### config.mk
export PLATFORM = sky130hd
export DESIGN_NAME = marker_length_frame_receiver_flat
export DESIGN_NICKNAME = d
export VERILOG_FILES = /design/src/rtl/mlfr_pkg.sv /design/src/rtl/mlfr_if.sv /design/src/rtl/mlfr_parse.sv /design/src/rtl/marker_length_frame_receiver.sv /design/src/flat_wrapper.sv
export SDC_FILE = /design/constraint.sdc
export NUM_CORES = 1
export LEC_CHECK = 0
export ABC_AREA = 1
export BUFFER_PORTS_ARGS = -buffer_cell sky130_fd_sc_hd__buf_4
export CAP_MARGIN = 20
export CORE_MARGIN = 2
export CORE_UTILIZATION = 60
export DETAILED_ROUTE_END_ITERATION = 8
export GPL_TIMING_DRIVEN = 1
export PLACE_DENSITY = 0.78
export SYNTH_ARGS = -nofsm -noshare
export SYNTH_HDL_FRONTEND = slang
export SYNTH_SLANG_ARGS = --single-unit
### constraint.sdc
create_clock -name clock -period 8.72 [get_ports clock]
set_input_delay 0 -clock clock [delete_from_list [all_inputs] [get_ports clock]]
set_output_delay 0 -clock clock [all_outputs]
set_load 0.03 [all_outputs]
### src/rtl/mlfr_pkg.sv
// shared constants and types for the marker length frame receiver
package mlfr_pkg;

   localparam int POS_BITS  = 5;
   localparam int RUN_LEN   = 5;
   localparam int LEN_BYTES = 8;
   localparam int HDR_BYTES = 18;
   localparam int TRL_BYTES = 10;

   localparam logic [7:0] MARK_HDR_OPEN  = 8'h20;
   localparam logic [7:0] MARK_HDR_CLOSE = 8'h21;
   localparam logic [7:0] MARK_TRL_OPEN  = 8'h22;
   localparam logic [7:0] MARK_TRL_CLOSE = 8'h23;

   localparam logic KIND_PAYLOAD = 1'b0;
   localparam logic KIND_STATUS  = 1'b1;

   localparam logic [2:0] STATUS_GOOD        = 3'd0;
   localparam logic [2:0] STATUS_BAD_MARKER  = 3'd1;
   localparam logic [2:0] STATUS_NONPOSITIVE = 3'd2;
   localparam logic [2:0] STATUS_TOO_LARGE   = 3'd3;
   localparam logic [2:0] STATUS_BAD_TRAILER = 3'd4;

   typedef struct packed {
      logic       valid;
      logic       result_kind;
      logic [7:0] payload_byte;
      logic       payload_last;
      logic [2:0] frame_status;
   } mlfr_result_type;

endpackage

### src/rtl/mlfr_if.sv
// valid/ready channels for received bytes and for results
interface mlfr_req_if;
   logic       valid;
   logic       ready;
   logic [7:0] rx_byte;

   modport source (output valid, output rx_byte, input ready);
   modport sink (input valid, input rx_byte, output ready);
endinterface

interface mlfr_rsp_if;
   logic       valid;
   logic       ready;
   logic       result_kind;
   logic [7:0] payload_byte;
   logic       payload_last;
   logic [2:0] frame_status;

   modport source (output valid, output result_kind, output payload_byte,
                   output payload_last, output frame_status, input ready);
   modport sink (input valid, input result_kind, input payload_byte,
                 input payload_last, input frame_status, output ready);
endinterface

### src/rtl/mlfr_parse.sv
// framing state machine: header hunt, payload count and trailer check
module mlfr_parse
   import mlfr_pkg::*;
#(
   parameter int LENGTH_BITS = 32
) (
   input  logic            clock,
   input  logic            reset,
   input  logic            step,
   input  logic [7:0]      rx_byte,
   output mlfr_result_type result
);

   typedef enum logic [1:0] {
      PH_HEADER  = 2'd0,
      PH_PAYLOAD = 2'd1,
      PH_TRAILER = 2'd2
   } phase_type;

   localparam logic [63:0] LOW_MASK  = (64'd1 << LENGTH_BITS) - 64'd1;
   localparam logic [63:0] HIGH_MASK = ~LOW_MASK & {1'b0, {63{1'b1}}};

   phase_type               phase_ff, phase_in;
   logic [POS_BITS-1:0]     pos_ff, pos_in;
   logic [LENGTH_BITS-1:0]  len_low_ff, len_low_in;
   logic                    len_over_ff, len_over_in;
   logic                    len_neg_ff, len_neg_in;
   logic [LENGTH_BITS-1:0]  remaining_ff, remaining_in;
   logic                    fault_ff, fault_in;

   logic [POS_BITS-1:0]     len_idx;
   logic [63:0]             byte_word;
   logic [LENGTH_BITS-1:0]  low_now;
   logic                    over_now;
   logic                    neg_now;
   logic                    fault_now;
   logic [7:0]              trl_want;
   logic                    last_now;

   // length byte placed at its little-endian position
   assign len_idx   = pos_ff - POS_BITS'(RUN_LEN);
   assign byte_word = {56'd0, rx_byte} << {len_idx[2:0], 3'b000};
   assign trl_want  = (pos_ff < POS_BITS'(RUN_LEN)) ? MARK_TRL_OPEN : MARK_TRL_CLOSE;
   assign last_now  = remaining_ff <= LENGTH_BITS'(1);

   always_comb begin
      phase_in     = phase_ff;
      pos_in       = pos_ff;
      len_low_in   = len_low_ff;
      len_over_in  = len_over_ff;
      len_neg_in   = len_neg_ff;
      remaining_in = remaining_ff;
      fault_in     = fault_ff;
      result       = '0;
      low_now      = len_low_ff;
      over_now     = len_over_ff;
      neg_now      = len_neg_ff;
      fault_now    = fault_ff;
      if (step) begin
         unique case (phase_ff)
            PH_PAYLOAD: begin
               result.valid        = 1'b1;
               result.result_kind  = KIND_PAYLOAD;
               result.payload_byte = rx_byte;
               result.payload_last = last_now;
               if (last_now) begin
                  remaining_in = '0;
                  phase_in     = PH_TRAILER;
                  pos_in       = '0;
                  fault_in     = 1'b0;
               end else begin
                  remaining_in = remaining_ff - LENGTH_BITS'(1);
               end
            end
            PH_TRAILER: begin
               fault_now = fault_ff | (rx_byte != trl_want);
               if (pos_ff >= POS_BITS'(TRL_BYTES - 1)) begin
                  result.valid        = 1'b1;
                  result.result_kind  = KIND_STATUS;
                  result.frame_status = fault_now ? STATUS_BAD_TRAILER : STATUS_GOOD;
                  phase_in    = PH_HEADER;
                  pos_in      = '0;
                  len_low_in  = '0;
                  len_over_in = 1'b0;
                  len_neg_in  = 1'b0;
                  fault_in    = 1'b0;
               end else begin
                  pos_in   = pos_ff + POS_BITS'(1);
                  fault_in = fault_now;
               end
            end
            default: begin
               // header, also the unused phase code
               if (pos_ff < POS_BITS'(RUN_LEN)) begin
                  fault_now = fault_ff | (rx_byte != MARK_HDR_OPEN);
               end else if (pos_ff < POS_BITS'(RUN_LEN + LEN_BYTES)) begin
                  low_now  = len_low_ff | byte_word[LENGTH_BITS-1:0];
                  over_now = len_over_ff | (|(byte_word & HIGH_MASK));
                  neg_now  = len_neg_ff | byte_word[63];
               end else begin
                  fault_now = fault_ff | (rx_byte != MARK_HDR_CLOSE);
               end
               if (pos_ff >= POS_BITS'(HDR_BYTES - 1)) begin
                  phase_in    = PH_HEADER;
                  pos_in      = '0;
                  len_low_in  = '0;
                  len_over_in = 1'b0;
                  len_neg_in  = 1'b0;
                  fault_in    = 1'b0;
                  result.result_kind = KIND_STATUS;
                  if (fault_now) begin
                     result.valid        = 1'b1;
                     result.frame_status = STATUS_BAD_MARKER;
                  end else if (neg_now || (low_now == '0 && !over_now)) begin
                     result.valid        = 1'b1;
                     result.frame_status = STATUS_NONPOSITIVE;
                  end else if (over_now) begin
                     result.valid        = 1'b1;
                     result.frame_status = STATUS_TOO_LARGE;
                  end else begin
                     result.result_kind = KIND_PAYLOAD;
                     remaining_in       = low_now;
                     phase_in           = PH_PAYLOAD;
                  end
               end else begin
                  pos_in      = pos_ff + POS_BITS'(1);
                  len_low_in  = low_now;
                  len_over_in = over_now;
                  len_neg_in  = neg_now;
                  fault_in    = fault_now;
               end
            end
         endcase
      end
   end

   always_ff @(posedge clock) begin
      if (reset) begin
         phase_ff     <= PH_HEADER;
         pos_ff       <= '0;
         len_low_ff   <= '0;
         len_over_ff  <= 1'b0;
         len_neg_ff   <= 1'b0;
         remaining_ff <= '0;
         fault_ff     <= 1'b0;
      end else begin
         phase_ff     <= phase_in;
         pos_ff       <= pos_in;
         len_low_ff   <= len_low_in;
         len_over_ff  <= len_over_in;
         len_neg_ff   <= len_neg_in;
         remaining_ff <= remaining_in;
         fault_ff     <= fault_in;
      end
   end

endmodule

### src/rtl/marker_length_frame_receiver.sv
// top level of the marker length frame receiver
// usage:
//   req_ch carries one received byte per item (rx_byte), valid/ready.
//   rsp_ch carries zero or one result per byte: a payload byte with its
//   last flag, or a frame status (good, bad marker, nonpositive length,
//   length too large, bad trailer).
//   a frame is an 18-byte header (5 x 0x20, 8-byte little-endian length,
//   5 x 0x21), the payload, then 5 x 0x22 and 5 x 0x23.
//   bytes go through an input register and a result register; a result
//   is registered in the result register when its byte steps the parser.
//   throughput is one byte per cycle while rsp_ch does not stall, set by the
//   combinational step of the framing state machine between the two registers.
//   while a result waits on rsp_ch, one more byte is taken into the input
//   register; after that req_ch.ready drops until the result is taken.
//   reset (synchronous) empties both registers and restarts the header hunt.
//   LENGTH_BITS sets the payload counter; longer positive lengths report too large.
module marker_length_frame_receiver
   import mlfr_pkg::*;
#(
   parameter int LENGTH_BITS = 32
) (
   input  logic      clock,
   input  logic      reset,
   mlfr_req_if.sink  req_ch,
   mlfr_rsp_if.source rsp_ch
);

   logic            in_valid_ff;
   logic [7:0]      in_byte_ff;
   logic            rsp_valid_ff;
   mlfr_result_type rsp_data_ff;
   mlfr_result_type result;
   logic            advance;
   logic            step;

   assign advance      = !rsp_valid_ff || rsp_ch.ready;
   assign step         = in_valid_ff && advance;
   assign req_ch.ready = !in_valid_ff || advance;

   mlfr_parse #(
      .LENGTH_BITS(LENGTH_BITS)
   ) u_parse (
      .clock   (clock),
      .reset   (reset),
      .step    (step),
      .rx_byte (in_byte_ff),
      .result  (result)
   );

   always_ff @(posedge clock) begin
      if (reset) begin
         in_valid_ff  <= 1'b0;
         rsp_valid_ff <= 1'b0;
      end else begin
         if (req_ch.valid && req_ch.ready) begin
            in_valid_ff <= 1'b1;
         end else if (advance) begin
            in_valid_ff <= 1'b0;
         end
         if (advance) begin
            rsp_valid_ff <= step && result.valid;
         end
      end
   end

   always_ff @(posedge clock) begin
      if (req_ch.valid && req_ch.ready) begin
         in_byte_ff <= req_ch.rx_byte;
      end
      if (step && result.valid) begin
         rsp_data_ff <= result;
      end
   end

   assign rsp_ch.valid        = rsp_valid_ff;
   assign rsp_ch.result_kind  = rsp_data_ff.result_kind;
   assign rsp_ch.payload_byte = rsp_data_ff.payload_byte;
   assign rsp_ch.payload_last = rsp_data_ff.payload_last;
   assign rsp_ch.frame_status = rsp_data_ff.frame_status;

   // a held byte waits in the input register until the result side frees
   a_input_held: assert property (@(posedge clock) disable iff (reset)
      in_valid_ff && !advance |=> in_valid_ff && $stable(in_byte_ff))
      else $error("input byte lost while result stalled");

   a_status_clean: assert property (@(posedge clock) disable iff (reset)
      rsp_valid_ff && rsp_data_ff.result_kind == KIND_STATUS |->
         rsp_data_ff.payload_byte == 8'd0 && !rsp_data_ff.payload_last)
      else $error("status result carries payload fields");

   a_payload_clean: assert property (@(posedge clock) disable iff (reset)
      rsp_valid_ff && rsp_data_ff.result_kind == KIND_PAYLOAD |->
         rsp_data_ff.frame_status == STATUS_GOOD)
      else $error("payload result carries a status");

endmodule
### src/flat_wrapper.sv
// flat-port wrapper written by rule: the top's interface ports become plain ports
module marker_length_frame_receiver_flat import mlfr_pkg::*;
#(
   parameter int LENGTH_BITS = 32
)
  (clock, reset, req_ch_valid, req_ch_rx_byte, req_ch_ready, rsp_ch_valid, rsp_ch_result_kind, rsp_ch_payload_byte, rsp_ch_payload_last, rsp_ch_frame_status, rsp_ch_ready);
  mlfr_req_if req_ch_i ();
  mlfr_rsp_if rsp_ch_i ();
  input  logic clock;
  input  logic reset;
  input wire logic [$bits(req_ch_i.valid)-1:0] req_ch_valid;
  input wire logic [$bits(req_ch_i.rx_byte)-1:0] req_ch_rx_byte;
  output wire logic [$bits(req_ch_i.ready)-1:0] req_ch_ready;
  output wire logic [$bits(rsp_ch_i.valid)-1:0] rsp_ch_valid;
  output wire logic [$bits(rsp_ch_i.result_kind)-1:0] rsp_ch_result_kind;
  output wire logic [$bits(rsp_ch_i.payload_byte)-1:0] rsp_ch_payload_byte;
  output wire logic [$bits(rsp_ch_i.payload_last)-1:0] rsp_ch_payload_last;
  output wire logic [$bits(rsp_ch_i.frame_status)-1:0] rsp_ch_frame_status;
  input wire logic [$bits(rsp_ch_i.ready)-1:0] rsp_ch_ready;
  assign req_ch_i.valid = req_ch_valid;
  assign req_ch_i.rx_byte = req_ch_rx_byte;
  assign req_ch_ready = req_ch_i.ready;
  assign rsp_ch_valid = rsp_ch_i.valid;
  assign rsp_ch_result_kind = rsp_ch_i.result_kind;
  assign rsp_ch_payload_byte = rsp_ch_i.payload_byte;
  assign rsp_ch_payload_last = rsp_ch_i.payload_last;
  assign rsp_ch_frame_status = rsp_ch_i.frame_status;
  assign rsp_ch_i.ready = rsp_ch_ready;
  marker_length_frame_receiver #(.LENGTH_BITS(LENGTH_BITS)) u_core (.clock(clock), .reset(reset), .req_ch(req_ch_i), .rsp_ch(rsp_ch_i));
endmodule
# Yosys cells after proc, flatten, opt, wreduce, memory -nomap -nowiden
# Index checks and enable logic that the tools add are counted.
# op_classes
n_addsub	3
n_lt_le_gt_ge	5
eq_ne	10
n_shift	1
muxes	63
n_bitwise	8
reduce_logical	21
# ops
operator	count
32-bit 2-to-1 mux	11
32-bit case mux with 2 select lines	2
8-bit by 6-bit << shifter with 64-bit output	1
32-bit by 1-bit <= comparator with 1-bit output, second input constant	1
32-bit zero test	1
32-bit bitwise OR	1
32-bit by 1-bit subtractor with 32-bit output, second input constant	1
31-bit OR reduction	1
1-bit 2-to-1 mux	27
2-bit 2-to-1 mux	9
8-bit by 6-bit != test with 1-bit output, second input constant	2
5-bit 2-to-1 mux	3
14-bit 2-to-1 mux	1
5-bit case mux with 2 select lines	1
9-bit 2-to-1 mux	1
8-bit by 6-bit != test with 1-bit output	1
2-bit case mux with 2 select lines	2
3-bit 2-to-1 mux	2
2-bit by 1-bit != test with 1-bit output, second input constant	3
1-bit case mux with 2 select lines	3
3-bit case mux with 2 select lines	1
6-bit AND reduction	1
5-bit by 1-bit adder with 5-bit output, second input constant	1
5-bit by 4-bit >= comparator with 1-bit output, second input constant	1
other kinds (18)	33
# word_totals
ff_bits	97
in_bits	12
elab_cells	125

# Logic depth before layout (Yosys ltp)
# Gate-level depths: netlist (run 1).
# depth
depth_word	17
depth_mapped	23

# Modules after synthesis
# A second synthesis (run 1) with hierarchy kept.
# hier_totals
cells_unflattened	895
area_unflattened_um2	6022.0
# by_module_without_submodules
mod	instances	cells_per_inst	area_per_inst_um2	seq_area_each_um2
mlfr_parse	1	856	5286.3	1481.4
marker_length_frame_receiver	1	39	735.7	670.6

# Least setup slack after synthesis (run 1)
# Ideal clock, no wire load.
# synth_timing
path_type	register -> register
from	register u_core.u_parse.pos_ff[0]
to	register u_core.rsp_data_ff, in the netlist u_core.rsp_ch.frame_status[0], enable pin
arrival_ns	2.596
required_ns	8.353
path_slack_ns	5.757
path_stages_with_launch	17
path_buffers	3
period_less_slack_ns	2.963
path_cell_list	dfxtp_1 > inv_1 > buf_4 > buf_6 > ha_1 > inv_2 > clkbuf_1 > nor3b_1 > a21oi_1 > nand2_1 > nor2_1 > nand2_1 > nor2_1 > nand2_1 > nand3_2 > nand2_1 > nand3_1
# synth_via
elab_chain_cells	17
elab_cells_between_ends	38
# synth_rtl
element	line_no	text
start: declaration	mlfr_parse.sv:24	logic [POS_BITS-1:0] pos_ff, pos_in;
start signal: assignment	mlfr_parse.sv:148	pos_ff <= pos_in;
3-bit subtractor	mlfr_parse.sv:41	assign len_idx = pos_ff - POS_BITS'(RUN_LEN);
8-bit by 6-bit << shifter with 64-bit output	mlfr_parse.sv:42	assign byte_word = {56'd0, rx_byte} << {len_idx[2:0], 3'b000};
31-bit OR reduction	mlfr_parse.sv:98	over_now = len_over_ff | (|(byte_word & HIGH_MASK));
1-bit bitwise OR	mlfr_parse.sv:98	
1-bit 2-to-1 mux	mlfr_parse.sv:96	end else if (pos_ff < POS_BITS'(RUN_LEN + LEN_BYTES)) begin
1-bit 2-to-1 mux	mlfr_parse.sv:94	if (pos_ff < POS_BITS'(RUN_LEN)) begin
1-bit 2-to-1 mux	mlfr_parse.sv:60	unique case (phase_ff)
1-bit 2-to-1 mux	mlfr_parse.sv:59	if (step) begin
1-bit zero test	mlfr_parse.sv:114	end else if (neg_now || (low_now == '0 && !over_now)) begin
1-bit logical AND	mlfr_parse.sv:114	
1-bit logical OR	mlfr_parse.sv:114	
1-bit 2-to-1 mux	mlfr_parse.sv:114	
1-bit 2-to-1 mux	mlfr_parse.sv:111	if (fault_now) begin
2-bit 2-to-1 mux	mlfr_parse.sv:103	if (pos_ff >= POS_BITS'(HDR_BYTES - 1)) begin
2-bit case mux with 2 select lines *	mlfr_parse.sv:60	
14-bit 2-to-1 mux *	mlfr_parse.sv:59	
1-bit logical AND *	marker_length_frame_receiver.sv:70	if (step && result.valid) begin
end signal: assignment	marker_length_frame_receiver.sv:71	rsp_data_ff <= result;
end: declaration	marker_length_frame_receiver.sv:31	mlfr_result_type rsp_data_ff;
# Every way passes the cells marked *; elsewhere a longest branch is shown, timed or not. The select of a mux whose other input is x is not followed.
# A chain may end at the register's enable or synchronous reset.

# Worst setup path after layout (run 1)
# layout_timing
from	register u_core.u_parse.pos_ff[0]
to	register u_core.rsp_data_ff, in the netlist u_core.rsp_ch.payload_byte[0], enable pin
# The elaborated chain is that of the path after synthesis.

==> results.json, run 1 <==
{
  "ys_warn_count": 0,
  "ys_async_sr_fraction_pct": 0,
  "io_buffers": 26,
  "yosysUniqueCellTypes": 35,
  "grt-busiest-layer": "met2",
  "viasPerCell": 5.78,
  "met1_usage_pct": 38.1,
  "postSynthAreaPerCell_um2": 6.93,
  "crit_fanout": 29,
  "tightest_slew_ns": 0.877,
  "ys_seq_area_share_pct": 37.0,
  "cp_cell_sequence": "inv_1, ha_1, inv_2, nand3_1, o2111ai_1, nor3_1, nand2_1, nand2_1, nand2_1, nor2_2, nand3_2, nand2_1, nand3_1",
  "path_class": "flop to flop",
  "vias": 5635,
  "layout_common_cells": "nor2_1 (185), nand2_1 (143), dfxtp_1 (76)",
  "syn_area_um2": 5810,
  "wl_per_cell_um": 15.0,
  "multiInputGateArea_um2": 3180,
  "die-area_um2": 10500,
  "rows": 35,
  "setup_viol": 0,
  "cpMaxStageDelayCell": "ha_1",
  "worstSetupStartpointType": "flop",
  "post_cts_resized": 0,
  "p_leak_nw": 2.83,
  "clk_root_buffer_cell": "clkbuf_8",
  "grt_remaining_overflow": 0,
  "vdd_drop_max_mv": 0.124,
  "met2_usage_pct": 49.7,
  "r2r_slack_ns": 3.96,
  "maxSlewViolCount": 0,
  "clock_path_buffers": 2,
  "fin_nets": 860,
  "grt_use_met3_pct": 5.34,
  "initial_core_util_pct": 62.3,
  "dieWidth_um": 102,
  "cp.arrival_ns": 4.73,
  "fillers": 829,
  "grt_pass1_vias": 5161,
  "p_total_mw": 0.892,
  "clk_pin_slew_worst_paths_ns": 0.09,
  "grt_pass1_wl_um": 24600,
  "seq_area_um2": 2150,
  "syn_to_final_growth_pct": 9.00,
  "setup_ws_ns": 3.96,
  "cts_tree": "done",
  "drc": 0,
  "syn-num-nets": 858,
  "htree_levels": 3,
  "drv_cap": 0,
  "die_h_um": 102,
  "core_um2": 9330,
  "place_congestion": 0.957,
  "synth_cells": 839,
  "dr.pass1.iters": 5,
  "p_per_area_nw_per_um2": 141,
  "dp_slack_ns": 3.45,
  "numClockSinks": 97,
  "ys_ff_latch": 97,
  "clk_latency_ns": 0.37,
  "slew_headroom_pct": 41.4,
  "antenna_found_initial": 0,
  "grt_max_degree": 50,
  "min_path_type": "input port to flop",
  "utilization_pct": 67.9,
  "fin_crit_ns": 4.76,
  "ios": 27,
  "layout-drive-gt1-share_pct": 10.0,
  "slowest_delay_ns": 0.91,
  "fin_hold_ws_ns": 0.0669,
  "rsz0062_at_grt": "no",
  "drtIter0Drc": 307,
  "critPathCaptureType": "flop",
  "status": "finished, final reports clean",
  "antenna_left": 0,
  "n_antenna_cell": 0,
  "numCtsBuffers": 9,
  "hold_viol_final": 0,
  "crit_path_frequent_cell": "nand2_1",
  "clock_skew_ns": 0.00738,
  "final_common_cell": "nor2_1",
  "tns_ns": 0,
  "synth_ff_type": "dfxtp_1",
  "grt.total_usage_pct": 29.7,
  "fmaxAchievable_mhz": 210,
  "path_delay_family": "simple AND/OR/NAND/NOR gates",
  "synth_edf_count": 21,
  "layout_worst_path_cycle_share_pct": 54.6,
  "wl_um": 14700,
  "hpwl_um": 10200,
  "crit_buf_inv": 2,
  "required_ns": 8.69
}
==> synth_stat cells, types with 4 or more instances <==
library cell / n / area share (%)
nand3b_1: 19 / 2.5
xnor2_1: 10 / 1.5
o22ai_1: 25 / 2.7
inv_1: 49 / 3.2
buf_2: 9 / 0.77
inv_2: 4 / 0.26
a21oi_2: 21 / 3.2
clkbuf_1: 29 / 1.9
nand4_1: 30 / 3.2
nor3b_1: 5 / 0.65
a31oi_1: 4 / 0.43
dfxtp_1: 76 / 26
xor2_1: 14 / 2.1
o21ai_0: 16 / 1.4
nand3_1: 32 / 2.8
nor3_1: 45 / 3.9
a21oi_1: 62 / 5.3
buf_6: 9 / 1.7
nand2_2: 5 / 0.54
ha_1: 7 / 1.5
edfxtp_1: 21 / 11
nor2_1: 186 / 12
nand2_1: 143 / 9.2
==> registers in the layout, indices dropped and copies added (netlist names), 2 cells and up <==
signal and cells:
u_core.in_byte_ff 8, u_core.rsp_ch.frame_status 3, u_core.rsp_ch.payload_byte 8, u_core.u_parse.len_low_ff 32, u_core.u_parse.phase_ff 2, u_core.u_parse.pos_ff 5, u_core.u_parse.remaining_ff 32
==> cell families after synthesis <==
kind of cell	count (synthesis)	share of synthesized area (%)
XOR/XNOR	24	3.62
AO/OA/AOI/OAI	131	13.4
AND/OR/NAND/NOR	475	36.1
adder cells (fa/ha/maj)	7	1.51
buffers and inverters	105	8.33
flip-flops	97	37.0
==> power by group <==
part | switching [mW] | leakage, nW | total [mW] | internal (mW)
Sequential | 0.00885 | 0.838 | 0.469 | 0.460
Clock | 0.157 | 0.124 | 0.356 | 0.198
Combinational | 0.0434 | 1.87 | 0.0671 | 0.0237
==> per-stage QoR <==
stage,area [µm²],cells
2_1_floorplan,5810,839
3_3_place_gp,5920,946
3_5_place_dp,5920,946
4_1_cts,6260,972
5_1_grt,6340,975
6_report,6340,975
==> layer usage <==
layer	vias up	routed length, µm
li1	2804	-
met3	35	789
met5	-	0
met1	2623	6470
met4	0	399
met2	173	6990
==> area by class of cell <==
cell class / instances / area share, %
timing repair buffer: 42 / 6.20
multi-input combinational: 637 / 50.3
clock inverter: 5 / 1.60
tap: 129 / 2.55
clock buffer: 11 / 2.23
sequential: 97 / 34.0
inverter: 54 / 3.20
==> what timing repair did <==
action                    CTS  global route
buffers inserted            0             0
hold endpoints to repair    9             0
hold buffers               10             0
==> path summary, 6_finish.rpt <==
kind,start,cells after the start,endpoint
hold / removal,reset,2,u_core.u_parse.len_low_ff[22]
hold reg to reg,u_core.u_parse.len_over_ff,2,u_core.u_parse.len_over_ff
setup reg to reg,u_core.u_parse.pos_ff[0],13,u_core.rsp_ch.payload_byte[0]
setup / recovery,u_core.u_parse.pos_ff[0],13,u_core.rsp_ch.payload_byte[0]
(Power assumes the default switching activity.)
==> inputs of run 2 (changes only) <==
Settings changed: CORE_UTILIZATION 60 to 56, PLACE_DENSITY 0.78 to 0.77.
Clock period 8.72 ns to 3.8 ns, I/O delays scaled along.
==> results.json, run 2 (same netlist as run 1, synthesis figures left out) <==
{
  "min_path_type": "input port to flop",
  "hpwl_um": 10000,
  "critPathCaptureType": "flop",
  "worstSetupStartpointType": "flop",
  "r2r_slack_ns": 0.52,
  "reg2reg_from": "u_core.u_parse.pos_ff[1]",
  "fmaxAchievable_mhz": 305,
  "layout-drive-gt1-share_pct": 10.8,
  "fin_crit_ns": 3.28,
  "place_congestion": 0.923,
  "die-area_um2": 11200,
  "grt.total_usage_pct": 26.8,
  "drc": 0,
  "crit_fanout": 48,
  "grt_pass1_wl_um": 24000,
  "slew_headroom_pct": 59.0,
  "numCtsBuffers": 9,
  "syn_to_final_growth_pct": 8.67,
  "ios": 27,
  "initial_core_util_pct": 57.1,
  "wl_um": 14600,
  "clock_path_buffers": 2,
  "reg.largest.list": "u_core.u_parse.len_low_ff x32, u_core.u_parse.remaining_ff x32",
  "p_leak_nw": 2.82,
  "clock_skew_ns": 0.0125,
  "cp.arrival_ns": 3.57,
  "io_buffers": 26,
  "path_class": "flop to flop",
  "htree_levels": 3,
  "tightest_slew_ns": 0.616,
  "rsz0062_at_grt": "no",
  "fin_nets": 866,
  "min-delay-start": "reset",
  "maxSlewViolCount": 0,
  "antenna_left": 0,
  "setup_viol": 0,
  "clk_latency_ns": 0.39,
  "rr_endpoint": "u_core.u_parse.remaining_ff[14]",
  "vias": 5647,
  "grt_max_degree": 49,
  "grt_remaining_overflow": 0,
  "tns_ns": 0,
  "layout_common_cells": "nor2_1 (185), nand2_1 (143), dfxtp_1 (76)",
  "dr.pass1.iters": 5,
  "drv_cap": 0,
  "cts_tree": "done",
  "rows": 37,
  "p_total_mw": 1.98,
  "postCtsSetupRepairBufs": 0,
  "numClockSinks": 97,
  "clk_pin_slew_worst_paths_ns": 0.10,
  "viasPerCell": 5.72,
  "drtIter0Drc": 342,
  "dieWidth_um": 106,
  "antenna_found_initial": 0,
  "n_antenna_cell": 0,
  "final_common_cell": "nor2_1",
  "core_um2": 10200,
  "min_path_cells": 2,
  "p_per_area_nw_per_um2": 313,
  "reg2regPathDepth": 20,
  "required_ns": 4.09,
  "status": "finished, final reports clean",
  "vdd_drop_max_mv": 0.222,
  "hold_viol_final": 0,
  "grt_pass1_vias": 5068,
  "min_to": "u_core.u_parse.len_low_ff[22]",
  "wl_per_cell_um": 14.8,
  "layout_worst_path_cycle_share_pct": 86.3,
  "fin_hold_ws_ns": 0.0392,
  "die_h_um": 106,
  "clk_root_buffer_cell": "clkbuf_8"
}
-- run 2: cell types whose count changed in the layout (fill, tap and decap cells not counted) --
cell / before / now
buf_12: 1 / 0
buf_16: 2 / 0
buf_4: 29 / 38
bufinv_16: 3 / 1
clkbuf_1: 1 / 0
clkbuf_16: 0 / 1
clkinv_2: 1 / 0
clkinv_4: 0 / 1
clkinvlp_4: 0 / 2
-- run 2: metrics by stage --
stage               setup slack, ns  instances  util (%)  area [µm²]
floorplan                     0.837        839         -        5810
global placement              0.625        962      58.9        5990
detailed placement            0.541        962      58.9        5990
CTS                           0.527        988      62.0        6320
global route                  0.209        988      62.0        6320
finish                        0.522        988      62.0        6320
-- run 2: power by group --
group	switching (mW)	internal, mW	total (mW)
Clock	0.383	0.363	0.747
Combinational	0.104	0.0536	0.158
Sequential	0.0159	1.06	1.07
-- run 2: area by class of cell --
class / instances / area, µm²
tap: 136 / 170
multi-input combinational: 637 / 3180
inverter: 54 / 203
sequential: 97 / 2150
fill: 931 / 3870
clock buffer: 11 / 163
clock inverter: 5 / 60.1
timing repair buffer: 48 / 385
-- run 2: critical path, stage by stage (launching register included) --
cell      delay [ns]
dfxtp_1         0.45
inv_2           0.09
ha_1            0.22
inv_1           0.06
nand2_1         0.08
nand2_1         0.33
buf_4           0.28
nand4_1         0.11
nor2_1          0.19
nor2_1          0.10
nand2_1         0.07
nor2_1          0.05
nand2_1         0.05
nor2_1          0.04
nand2_1         0.08
nand3_2         0.09
nand2_2         0.10
buf_4           0.49
nand3b_1        0.16
nand2_1         0.09
nor2_1          0.04
-- run 2: timing repair --
item | CTS | global route
resized for setup | 0 | 0
hold endpoints to repair | 9 | 0
hold buffers | 10 | 0
-- run 2: worst max-delay path by stage --
stage | startpoint | end | depth (start not counted)
after floorplan | u_core.u_parse.pos_ff[0] | u_core.rsp_ch.frame_status[0] | 16
after global placement | u_core.u_parse.pos_ff[1] | u_core.rsp_ch.payload_byte[7] | 17
after detailed placement | u_core.u_parse.pos_ff[1] | u_core.u_parse.remaining_ff[2] | 20
after CTS | u_core.u_parse.pos_ff[1] | u_core.u_parse.remaining_ff[2] | 20
after global routing | u_core.u_parse.pos_ff[1] | u_core.u_parse.remaining_ff[1] | 20
final | u_core.u_parse.pos_ff[1] | u_core.u_parse.remaining_ff[14] | 20
-- run 2: per-layer routing --
metal	global-route usage, %	up-vias	share of wire, %
met1	34.7	2592	43
met2	45.3	207	48
met4	10.9	0	2.5
met5	0	-	0
met3	3.40	29	6.3
li1	-	2819	-
==> inputs of run 3 (changes only) <==
Settings changed: CORE_ASPECT_RATIO set to 0.75.
==> results.json, run 3 (same netlist as run 1, synthesis figures left out) <==
{
  "status": "finished, final reports clean",
  "n_antenna_cell": 0,
  "numClockSinks": 97,
  "p_per_area_nw_per_um2": 328,
  "sw_frac_of_total_pct": 24.7,
  "worstSetupStartpointType": "flop",
  "clk_root_buffer_cell": "clkbuf_16",
  "core_um2": 10200,
  "dieWidth_um": 122,
  "postCtsSetupRepairBufs": 0,
  "layout-drive-gt1-share_pct": 10.4,
  "maxSlewViolCount": 0,
  "path_class": "flop to flop",
  "fin_crit_ns": 3.41,
  "required_ns": 4.04,
  "critPathCaptureType": "flop",
  "place_congestion": 0.918,
  "antenna_left": 0,
  "p_int_mw": 1.57,
  "ios": 27,
  "setup_viol": 0,
  "die-area_um2": 11200,
  "rsz0062_at_grt": "no",
  "antenna_found_initial": 0,
  "layout_common_cells": "nor2_1 (185), nand2_1 (143), dfxtp_1 (76)",
  "clock_skew_ns": 0.00598,
  "clockPowerShare_pct": 40.8,
  "numCtsBuffers": 9,
  "wl_per_cell_um": 15.6,
  "min_path_type": "input port to flop",
  "dp.cells": 963,
  "io_buffers": 26,
  "cts_tree": "done",
  "clk_latency_ns": 0.35,
  "drc": 0,
  "syn_to_final_growth_pct": 9.38,
  "switchingPower_mw": 0.514,
  "clock_path_buffers": 2,
  "tightest_slew_ns": 0.637,
  "drv_cap": 0,
  "htree_levels": 3,
  "vdd_drop_max_mv": 0.266,
  "hold_viol_final": 0,
  "p_leak_nw": 2.84,
  "crit_fanout": 48,
  "drtIter0Drc": 751,
  "vias": 5673,
  "fin_nets": 866,
  "grt_remaining_overflow": 0,
  "slew_headroom_pct": 57.5,
  "layout_worst_path_cycle_share_pct": 89.8,
  "cp.arrival_ns": 3.66,
  "reg.largest.list": "u_core.u_parse.len_low_ff x32, u_core.u_parse.remaining_ff x32",
  "grt_max_degree": 49,
  "wl_um": 15500,
  "initial_core_util_pct": 56.9,
  "dr.pass1.iters": 5,
  "grt_pass1_vias": 5101,
  "rows": 32,
  "grt_pass1_wl_um": 25400,
  "viasPerCell": 5.74,
  "die_h_um": 92.2,
  "comb_power_share_pct": 7.8,
  "final_common_cell": "nor2_1",
  "grt.total_usage_pct": 28.7,
  "fmaxAchievable_mhz": 293,
  "tns_ns": 0,
  "seqPwrFrac_pct": 51.5,
  "instances_no_fill": 988,
  "hpwl_um": 10500,
  "clk_pin_slew_worst_paths_ns": 0.06
}
-- run 3: area by class of cell --
type | count | area, µm²
Fill cell | 920 | 3850
Sequential cell | 97 | 2150
Inverter | 54 | 203
Timing Repair Buffer | 48 | 383
Multi-Input combinational cell | 637 | 3180
Clock buffer | 12 | 246
Tap cell | 136 | 170
Clock inverter | 4 | 20.0
-- run 3: critical path, cell delays in order, from the launching register on --
cell and delay [ns]:
dfxtp_1 0.33, buf_4 0.18, inv_1 0.11, ha_1 0.45, buf_4 0.26, nor2_1 0.11
inv_1 0.06, nand4_1 0.07, nor3_1 0.25, nand2_1 0.14, nand2_1 0.08, nand2_1 0.09
nor2_2 0.12, nand3_2 0.10, nand2_2 0.10, buf_4 0.53, nand3b_1 0.17, nand2_1 0.10
nor2_1 0.04
-- run 3: metal layers --
layer	GRT usage, %	vias up	routed length (µm)
li1	-	2815	-
met5	0	-	0
met2	43.4	267	6920
met4	7.09	0	301
met3	5.60	32	1260
met1	42.2	2559	6970
-- run 3: per-stage QoR --
stage                     hold WS, ns  power (mW)  area [µm²]  utilization, %  setup slack, ns
final                          0.0218        2.08        6360            62.3            0.386
after CTS                      0.0242        2.09        6360            62.3            0.448
after global routing           0.0536        2.15        6360            62.3           0.0414
after floorplan                0.0989        1.21        5810               -            0.837
after global placement          0.178        1.24        6000            58.8            0.628
after detailed placement        0.179        1.24        6000            58.8            0.485
-- run 3: power by group through the flow --
| stage | sequential [mW] | combinational (mW) | clock (mW) |
|---|---|---|---|
| floorplan | 1.08 | 0.121 | 0 |
| global placement | 1.09 | 0.146 | 0 |
| detailed placement | 1.09 | 0.150 | 0 |
| CTS | 1.07 | 0.159 | 0.858 |
| global route | 1.07 | 0.179 | 0.900 |
| finish | 1.07 | 0.162 | 0.849 |
-- run 3: final timing paths --
path / endpoint / slack [ns] / depth (start not counted) / start
worst max register to register: u_core.u_parse.remaining_ff[1] / 0.39 / 18 / u_core.u_parse.pos_ff[0]
worst min register to register: u_core.u_parse.len_low_ff[15] / 0.48 / 2 / u_core.u_parse.len_low_ff[15]
worst max-delay path: u_core.u_parse.remaining_ff[1] / 0.39 / 18 / u_core.u_parse.pos_ff[0]
worst min-delay path: u_core.in_valid_ff / 0.02 / 3 / req_ch_valid
-- run 3: repair_timing --
action	in CTS	in global routing
hold buffers	9	0
endpoints found under the hold margin	9	0
resized for setup	0	0
